## src/rtl/qfs_pkg.sv

```systemverilog
package qfs_pkg;

  localparam int CHAR_WIDTH = 8;
  localparam int REG_SLOTS = 4;
  localparam int SLOTS_WIDTH = CHAR_WIDTH * REG_SLOTS;
  localparam int COUNT_WIDTH = 3;
  localparam int CHAR_SLOTS_DEFAULT = 4;

  localparam int CFG_INDEX_WIDTH = 3;
  localparam logic [CFG_INDEX_WIDTH-1:0] REG_SEPARATOR_SLOTS = 3'd0;
  localparam logic [CFG_INDEX_WIDTH-1:0] REG_SEPARATOR_COUNT = 3'd1;
  localparam logic [CFG_INDEX_WIDTH-1:0] REG_QUOTE_SLOTS = 3'd2;
  localparam logic [CFG_INDEX_WIDTH-1:0] REG_QUOTE_COUNT = 3'd3;
  localparam logic [CFG_INDEX_WIDTH-1:0] REG_COMMENT_SLOTS = 3'd4;
  localparam logic [CFG_INDEX_WIDTH-1:0] REG_COMMENT_COUNT = 3'd5;
  localparam logic [CFG_INDEX_WIDTH-1:0] REG_DROP_EMPTY = 3'd6;

  localparam logic [SLOTS_WIDTH-1:0] SEPARATOR_SLOTS_RESET = 32'd44;
  localparam logic [COUNT_WIDTH-1:0] SEPARATOR_COUNT_RESET = 3'd1;

  typedef struct packed {
    logic [SLOTS_WIDTH-1:0] separator_slots;
    logic [COUNT_WIDTH-1:0] separator_count;
    logic [SLOTS_WIDTH-1:0] quote_slots;
    logic [COUNT_WIDTH-1:0] quote_count;
    logic [SLOTS_WIDTH-1:0] comment_slots;
    logic [COUNT_WIDTH-1:0] comment_count;
  } char_sets_t;

  typedef struct packed {
    logic is_separator;
    logic is_comment;
    logic is_quote;
  } char_class_t;

endpackage

```

## src/rtl/qfs_classify.sv

```systemverilog
module qfs_classify #(
  parameter int CHAR_SLOTS = qfs_pkg::CHAR_SLOTS_DEFAULT
) (
  input  logic [qfs_pkg::CHAR_WIDTH-1:0] text_char,
  input  qfs_pkg::char_sets_t            sets,
  output qfs_pkg::char_class_t           char_class
);
  import qfs_pkg::*;

  logic [REG_SLOTS-1:0] sep_hit;
  logic [REG_SLOTS-1:0] cmt_hit;
  logic [REG_SLOTS-1:0] quo_hit;

  // A slot takes part only below both its set's count and the slot limit.
  for (genvar i = 0; i < REG_SLOTS; i++) begin : g_slot
    localparam logic [COUNT_WIDTH-1:0] SLOT_NUM = COUNT_WIDTH'(i);
    localparam bit SLOT_OK = (i < CHAR_SLOTS);

    assign sep_hit[i] = SLOT_OK && (SLOT_NUM < sets.separator_count)
        && (sets.separator_slots[i*CHAR_WIDTH +: CHAR_WIDTH] == text_char);
    assign cmt_hit[i] = SLOT_OK && (SLOT_NUM < sets.comment_count)
        && (sets.comment_slots[i*CHAR_WIDTH +: CHAR_WIDTH] == text_char);
    assign quo_hit[i] = SLOT_OK && (SLOT_NUM < sets.quote_count)
        && (sets.quote_slots[i*CHAR_WIDTH +: CHAR_WIDTH] == text_char);
  end

  assign char_class.is_separator = |sep_hit;
  assign char_class.is_comment = |cmt_hit;
  assign char_class.is_quote = |quo_hit;

endmodule

```

## src/rtl/quoted_field_splitter_unit.sv

```systemverilog
// Splits a text line, one character word per cycle and closed by an
// end-of-line word, into a stream of field characters, field-end marks and a
// line-end mark. Each input word is taken into an input register and
// classified against the separator, comment and quote slots. Its result, if
// any, moves into an output register once that register is empty or its
// result is taken. One word is accepted every cycle unless a result waits
// under out_stall with the input register also full. Words that yield no
// result (quote marks, commented text, dropped empty fields) simply vanish.
// Configuration writes must only be issued while no word is in flight.
module quoted_field_splitter_unit #(
  parameter int CHAR_SLOTS = qfs_pkg::CHAR_SLOTS_DEFAULT
) (
  input  logic                               clk,
  input  logic                               rst,
  input  logic                               cfg_write,
  input  logic [qfs_pkg::CFG_INDEX_WIDTH-1:0] cfg_index,
  input  logic [qfs_pkg::SLOTS_WIDTH-1:0]    cfg_data,
  input  logic                               in_valid,
  output logic                               in_stall,
  input  logic [qfs_pkg::CHAR_WIDTH-1:0]     text_char,
  input  logic                               end_of_line,
  output logic                               out_valid,
  input  logic                               out_stall,
  output logic [qfs_pkg::CHAR_WIDTH-1:0]     out_char,
  output logic                               char_valid,
  output logic                               field_done,
  output logic                               line_done
);
  import qfs_pkg::*;

  localparam logic [1:0] MODE_NORMAL = 2'd0;
  localparam logic [1:0] MODE_QUOTED = 2'd1;
  localparam logic [1:0] MODE_COMMENT = 2'd2;

  char_sets_t sets;
  logic       drop_empty;

  logic                  s1_valid;
  logic [CHAR_WIDTH-1:0] s1_char;
  logic                  s1_eol;

  logic [1:0]            scan_mode, scan_mode_next;
  logic [CHAR_WIDTH-1:0] open_quote, open_quote_next;
  logic                  field_nonempty, field_nonempty_next;

  logic                  res_valid;
  logic [CHAR_WIDTH-1:0] res_char;
  logic                  res_char_valid;
  logic                  res_field_done;
  logic                  res_line_done;

  logic        advance;
  logic        s1_load;
  char_class_t char_class;

  assign advance = !out_valid || !out_stall;
  assign in_stall = s1_valid && !advance;
  // The input register refills whenever it is empty or its word moves on.
  assign s1_load = !in_stall;

  always_ff @(posedge clk) begin
    if (rst) begin
      sets.separator_slots <= SEPARATOR_SLOTS_RESET;
      sets.separator_count <= SEPARATOR_COUNT_RESET;
      sets.quote_slots <= '0;
      sets.quote_count <= '0;
      sets.comment_slots <= '0;
      sets.comment_count <= '0;
      drop_empty <= 1'b0;
    end else if (cfg_write) begin
      case (cfg_index)
        REG_SEPARATOR_SLOTS: sets.separator_slots <= cfg_data;
        REG_SEPARATOR_COUNT: sets.separator_count <= cfg_data[COUNT_WIDTH-1:0];
        REG_QUOTE_SLOTS:     sets.quote_slots <= cfg_data;
        REG_QUOTE_COUNT:     sets.quote_count <= cfg_data[COUNT_WIDTH-1:0];
        REG_COMMENT_SLOTS:   sets.comment_slots <= cfg_data;
        REG_COMMENT_COUNT:   sets.comment_count <= cfg_data[COUNT_WIDTH-1:0];
        REG_DROP_EMPTY:      drop_empty <= cfg_data[0];
        default: ;
      endcase
    end
  end

  qfs_classify #(
    .CHAR_SLOTS(CHAR_SLOTS)
  ) u_classify (
    .text_char (s1_char),
    .sets      (sets),
    .char_class(char_class)
  );

  always_comb begin
    scan_mode_next = scan_mode;
    open_quote_next = open_quote;
    field_nonempty_next = field_nonempty;
    res_valid = 1'b0;
    res_char = '0;
    res_char_valid = 1'b0;
    res_field_done = 1'b0;
    res_line_done = 1'b0;

    if (s1_eol) begin
      res_valid = 1'b1;
      res_field_done = field_nonempty || !drop_empty;
      res_line_done = 1'b1;
      scan_mode_next = MODE_NORMAL;
      open_quote_next = '0;
      field_nonempty_next = 1'b0;
    end else begin
      case (scan_mode)
        MODE_QUOTED: begin
          if (s1_char == open_quote) begin
            scan_mode_next = MODE_NORMAL;
            open_quote_next = '0;
          end else begin
            field_nonempty_next = 1'b1;
            res_valid = 1'b1;
            res_char = s1_char;
            res_char_valid = 1'b1;
          end
        end
        MODE_NORMAL: begin
          if (char_class.is_separator) begin
            field_nonempty_next = 1'b0;
            res_valid = field_nonempty || !drop_empty;
            res_field_done = 1'b1;
          end else if (char_class.is_comment) begin
            scan_mode_next = MODE_COMMENT;
          end else if (char_class.is_quote) begin
            scan_mode_next = MODE_QUOTED;
            open_quote_next = s1_char;
          end else begin
            field_nonempty_next = 1'b1;
            res_valid = 1'b1;
            res_char = s1_char;
            res_char_valid = 1'b1;
          end
        end
        default: ;
      endcase
    end
  end

  always_ff @(posedge clk) begin
    if (rst) begin
      s1_valid <= 1'b0;
      scan_mode <= MODE_NORMAL;
      open_quote <= '0;
      field_nonempty <= 1'b0;
      out_valid <= 1'b0;
    end else begin
      if (s1_load) begin
        s1_valid <= in_valid;
      end
      if (advance) begin
        out_valid <= s1_valid && res_valid;
        if (s1_valid) begin
          scan_mode <= scan_mode_next;
          open_quote <= open_quote_next;
          field_nonempty <= field_nonempty_next;
        end
      end
    end
  end

  always_ff @(posedge clk) begin
    if (s1_load) begin
      s1_char <= text_char;
      s1_eol <= end_of_line;
    end
    if (advance) begin
      out_char <= res_char;
      char_valid <= res_char_valid;
      field_done <= res_field_done;
      line_done <= res_line_done;
    end
  end

endmodule
```

## config.mk

```make
export PLATFORM = sky130hd
export DESIGN_NAME = quoted_field_splitter_unit
export DESIGN_NICKNAME = d
export VERILOG_FILES = /design/src/rtl/qfs_pkg.sv /design/src/rtl/qfs_classify.sv /design/src/rtl/quoted_field_splitter_unit.sv
export SDC_FILE = /design/constraint.sdc
export NUM_CORES = 1
export LEC_CHECK = 0
export BUFFER_PORTS_ARGS = -buffer_cell sky130_fd_sc_hd__buf_4
export CORE_MARGIN = 3
export CORE_UTILIZATION = 43
export CTS_BUF_LIST = sky130_fd_sc_hd__clkbuf_4 sky130_fd_sc_hd__clkbuf_8 sky130_fd_sc_hd__clkbuf_16
export CTS_CLUSTER_SIZE = 24
export DETAILED_ROUTE_END_ITERATION = 10
export SYNTH_ARGS = -nofsm -noshare
export SYNTH_HDL_FRONTEND = slang
export SYNTH_SLANG_ARGS = --single-unit
export TNS_END_PERCENT = 5
```

## constraint.sdc

```tcl
create_clock -name clk -period 2.22 [get_ports clk]
set_input_delay 0.444 -clock clk [delete_from_list [all_inputs] [get_ports clk]]
set_output_delay 0.444 -clock clk [all_outputs]
set_load 0.03 [all_outputs]
```

**Yosys cells after proc, flatten, opt, wreduce, memory -nomap -nowiden**

Index checks and enable logic that the tools add are counted.

- Memory bits (read-only): 0
- Memories: 0
- Latch bits: 0
- Register bits: 139
- Output and inout bits: 13
- Bits in writable memories: 0
- Input bits: 49
- Logic and storage cells: 129

- Eq/ne operators: 28
- $add $sub $neg: 0
- Div/mod/pow operators: 0
- Muxes and demuxes: 35
- Bitwise operators: 0
- Shifts and indexed selects: 0
- Reductions and logical operators: 36
- Multipliers: 0
- Order comparisons: 12

Operator list:

| operator | count |
|---|---|
| 8-bit == test | 13 |
| 8-bit 2-to-1 mux | 9 |
| 8-bit one-hot mux with 2 select lines | 2 |
| 1-bit by 3-bit < comparator with 1-bit output (first input constant) | 6 |
| 2-bit by 3-bit < comparator with 1-bit output (first input constant) | 6 |
| 1-bit 2-to-1 mux | 15 |
| 3-bit inequality test (second input constant) | 5 |
| 1-bit logical AND | 14 |
| 2-bit AND reduction | 7 |
| 4-bit inequality test (second input constant) | 3 |
| 6-bit AND reduction | 2 |
| 4-bit OR reduction | 3 |
| 2-bit 2-to-1 mux | 5 |
| 3-bit == test (second input constant) | 3 |
| 7-bit AND reduction | 1 |
| 3-bit by 2-bit == test with 1-bit output (second input constant) | 2 |
| 1-bit one-hot mux with 2 select lines | 3 |
| 1-bit logical NOT | 4 |
| 2-bit one-hot mux with 2 select lines | 1 |
| 3-bit by 1-bit == test with 1-bit output (second input constant) | 1 |
| 3-bit logical NOT | 1 |
| 3-bit nonzero test | 1 |
| 2-bit by 1-bit == test with 1-bit output (second input constant) | 1 |
| 2-bit logical NOT | 1 |
| 1-bit logical OR | 2 |

**Logic depth before layout (Yosys ltp)**

- Word-level depth: 9
- Mapped depth: 10
- Mapped depth without buffers: 7

**Hierarchy**

Synthesis repeated with hierarchy kept, for this count alone.

- Cell total of the unflattened synthesis: 739
- Area total of the unflattened synthesis: 6349.8 um^2

Modules (own cells, without submodules):

| module | seq. area each (um^2) | instances | cells each | area an instance (um^2) |
|---|---|---|---|---|
| quoted_field_splitter_unit | 2982.9 | 1 | 589 | 5154.9 |
| qfs_classify | 0.0 | 1 | 150 | 1194.9 |

**Worst setup path before layout**

Ideal clock, no wire load.

- Kind: reg2reg
- Start point: reg s1_char[7]
- End point: reg out_char[0] in the netlist's numbering, data pin
- Clock period less this slack: 2.272 ns
- Data required time: 1.953 ns
- Slack: -0.052 ns
- Path buffers: 1
- Stages on the path, launching flop included: 9
- Data arrival time: 2.006 ns
- Setup time: 0.267 ns
- Cell sequence: edfxtp_1 > buf_6 > xor2_1 > or4_4 > nor4_4 > or4_1 > nor2_1 > a21oi_4 > nor3b_1

- Cells in the longest elaborated chain, start to end: 7
- Elaborated cells between the ends (all ways): 33
- Classes of those cells: eq/ne: 13; mux: 5; reduce/logical: 15

RTL lines:

| what | RTL line | RTL |
|---|---|---|
| start: declaration | quoted_field_splitter_unit.sv:39 | `logic [CHAR_WIDTH-1:0] s1_char;` |
| start signal: assignment | quoted_field_splitter_unit.sv:168 | `s1_char <= text_char;` |
| 8-bit == test | qfs_classify.sv:24 | `&& (sets.quote_slots[i*CHAR_WIDTH +: CHAR_WIDTH] == text_char);` |
| 1-bit logical AND | qfs_classify.sv:24 |  |
| 4-bit OR reduction | qfs_classify.sv:29 | `assign char_class.is_quote = \|quo_hit;` |
| 8-bit 2-to-1 mux | quoted_field_splitter_unit.sv:129 | `end else if (char_class.is_quote) begin` |
| 8-bit 2-to-1 mux | quoted_field_splitter_unit.sv:127 | `end else if (char_class.is_comment) begin` |
| 8-bit 2-to-1 mux | quoted_field_splitter_unit.sv:123 | `if (char_class.is_separator) begin` |
| 8-bit one-hot mux with 2 select lines (*) | quoted_field_splitter_unit.sv:110 | `case (scan_mode)` |
| end signal: assignment | quoted_field_splitter_unit.sv:172 | `out_char <= res_char;` |
| end: declaration | quoted_field_splitter_unit.sv:24 | `output logic [qfs_pkg::CHAR_WIDTH-1:0] out_char,` |

Mark *: on every way between the ends. The rest lies on a longest branch, timed or not.
A chain may end at the register's enable or synchronous reset.

**Final worst setup path**

- Start point: reg s1_char[7]
- End point: reg out_char[2] in the netlist's numbering, data pin

The elaborated chain is that of the path after synthesis.

==> metrics.txt <==
Max Buffers Root-to-Sink=2; core area=14100 µm²; clock-pin slew of the registers on the worst-case setup and hold paths=approximately 60 ps; Die X=approximately 130 µm; H-Tree Depth=4; RSZ-0062 raised after global routing=true; HP Class=in2reg; crit start category=flip-flop; vias in the first global route=5460; Yosys reg bits=139; antenna cell count=0; Tightest Pin Transition=~570 ps; number of max-cap violations=0; Max Clk Rate=between 400 and 500 MHz; estimated wirelength of the detail-placed design=around 13000 µm; top_reg_cell synth=dfxtp_1; endpoint type of the worst setup path=flip-flop; clock sink count=139; largest net degree at the start of global routing=58; GRT Overall Usage=0.242; total negative slack=-2780 ps; DP Cell Count=987; final instance area=8020 µm²; # setup viols final=22; fin util=0.566; period utilization=1.09; grt ovf=0; Ys Warns=0; sequential cell area fraction in the yosys report=0.469; Data arrival, critical path=about 2600 ps; Area after DPL=7240 µm²; Mapped Area=6350 µm²; clock buffer count from CTS=17; syn_nets=roughly 800; final hold violations=0; Leakage=roughly 3.0 nW; fraction of registers with async set/reset=0; die height=about 130 µm; Setup WS post-layout=-193 ps; WHS=189 ps; Non-Filler Instances=1022; status=finished with violations; DR vias/cell=roughly 5.5; insertion delay to the later sink of the worst-skew pair=between 400 and 500 ps; port bufs=between 60 and 70; DRC=0; CTS tree=done; final total power=roughly 6.2 mW; first-pass GRT wire length=30000 µm; I/O Pins=62; layout cells sized above 1=0.210; Worst Skew=12.5 ps; Root Driver=clkbuf_16; DR vias=5635; Initial Util=0.449; Worst VDD drop=561 µV; WL/cell=18.8 µm; Critical Path RT=around 2400 ps; Placer Congestion=slightly above 0.9; EDFF count, synth=20; routed wire length=19200 µm; initial antenna violation count=0; Cell Rows=43; failing checks=setup timing; Synth cell types=45; Starting DRT DRC Count=471; Crit Path Max Fanout=8; Final #Nets=between 800 and 900; power per cell area=a little under 800 nW/µm²; pre-CTS WS=-261 ps; Die Area=roughly 16000 µm²; Synth Area per Inst=approximately 8.5 µm²; Detailed Routing Iterations Pass 1=5; Antenna Nets Post-Route=0; crit path time final=2410 ps; CP Class=reg2reg; Hold Buf Count CTS=0; Area Overhead vs Synth=26.1%; Rel. slew slack=0.617; Synth Instances=748; Pins Over Slew Limit=0
-- state kept, by name (all words and copies together) (netlist names), 2 cells and up --
| name | cells |
|---|---|
| open_quote | 8 |
| sets | 105 |
| scan_mode | 2 |
| out_char | 8 |
| s1_char | 8 |
-- cell usage after synthesis, drive strengths merged, types with 3 or more instances --
| library cell | number | area, µm² |
|---|---|---|
| nor3b | 9 | 67.6 |
| nand3 | 15 | 75.1 |
| nand4 | 19 | 119 |
| edfxtp | 20 | 601 |
| xor2 | 49 | 429 |
| buf | 19 | 108 |
| xnor2 | 55 | 482 |
| o21ai | 10 | 50.1 |
| nor2b | 3 | 18.8 |
| a21oi | 112 | 583 |
| o21a | 3 | 22.5 |
| nor2 | 16 | 60.1 |
| dfxtp | 119 | 2380 |
| a31oi | 3 | 18.8 |
| clkbuf | 35 | 131 |
| inv | 4 | 15.0 |
| nand2 | 199 | 747 |
| nor4 | 10 | 83.8 |
| nor3 | 15 | 75.1 |
| mux2i | 11 | 110 |
-- path summary, 6_finish.rpt --
path / startpoint / endpoint / slack (ps) / cells after the start
worst max-delay path: s1_char[7] / out_char[2] / -190 / 8
worst min-delay path: text_char[0] / s1_char[0] / 190 / 1
worst max register to register: s1_char[7] / out_char[2] / -190 / 8
worst min register to register: sets[57] / sets[57] / 460 / 2
-- critical path: stages (launching register included) --
cell	delay [ps]
edfxtp_1	380
buf_6	170
xor2_1	170
or4_4	530
nor4_4	280
or4_4	240
nor2_4	50
a21oi_4	250
nor3b_1	90
-- area by class of cell --
class,count,area (µm²)
timing repair buffer,114,912
sequential,139,2980
multi-input combinational,553,3280
tap,180,225
fill,1276,6130
clock buffer,21,455
clock inverter,11,145
inverter,4,15.0
-- metal layers --
metal  share of wire  global-route usage  vias up
met2            0.48               0.400      239
li1                -                   -     2690
met5               0                   0        -
met1            0.41               0.298     2667
met3           0.075              0.0589       39
met4           0.034               0.108        0
-- what timing repair did --
item | in CTS | in global routing
buffers inserted | 1 | 0
pin swaps | 8 | 9
gates resized for setup | 27 | 12
cloned | 2 | 0
setup endpoints to repair | 22 | 22
-- layout by cell type, fill, tap and decap left out, types with 2 or more instances in the layout --
cell	count
nor2_1	15
clkbuf_4	4
o31ai_1	2
nand2_1	199
nor4_4	3
bufinv_16	3
a21oi_1	108
nand3_1	15
buf_12	3
o21ai_1	4
dfxtp_1	119
xnor2_1	55
nor3b_1	8
buf_4	106
o21ai_2	5
nand4_1	19
xor2_1	47
nor3_1	11
clkinv_4	3
inv_1	4
clkinv_2	3
mux2i_1	11
nor2b_1	3
nor3_2	4
clkbuf_16	17
o21a_1	3
a21oi_4	3
or4_4	2
buf_6	5
nor4_1	6
a31oi_1	3
xor2_2	2
edfxtp_1	20
a21oi_2	3
and2_1	2
-- logic make-up (layout without fill, tap and decap cells) --
kind of cell | count (synthesis) | count (layout) | synth area share
xor gates and xnor gates | 104 | 104 | 0.143
buffers and inverters | 58 | 150 | 0.0400
and+or+nand+nor | 295 | 295 | 0.206
DFF | 139 | 139 | 0.469
AOI/OAI and AO/OA | 141 | 143 | 0.124
muxes | 11 | 11 | 0.0173
-- where the power goes --
part,switching [mW],internal (mW),total [mW]
registers,0.0527,2.63,2.68
clock network,1.06,1.81,2.87
logic,0.389,0.281,0.670
total,1.50,4.72,6.22
No activity file was read; power rests on OpenSTA's default activity.
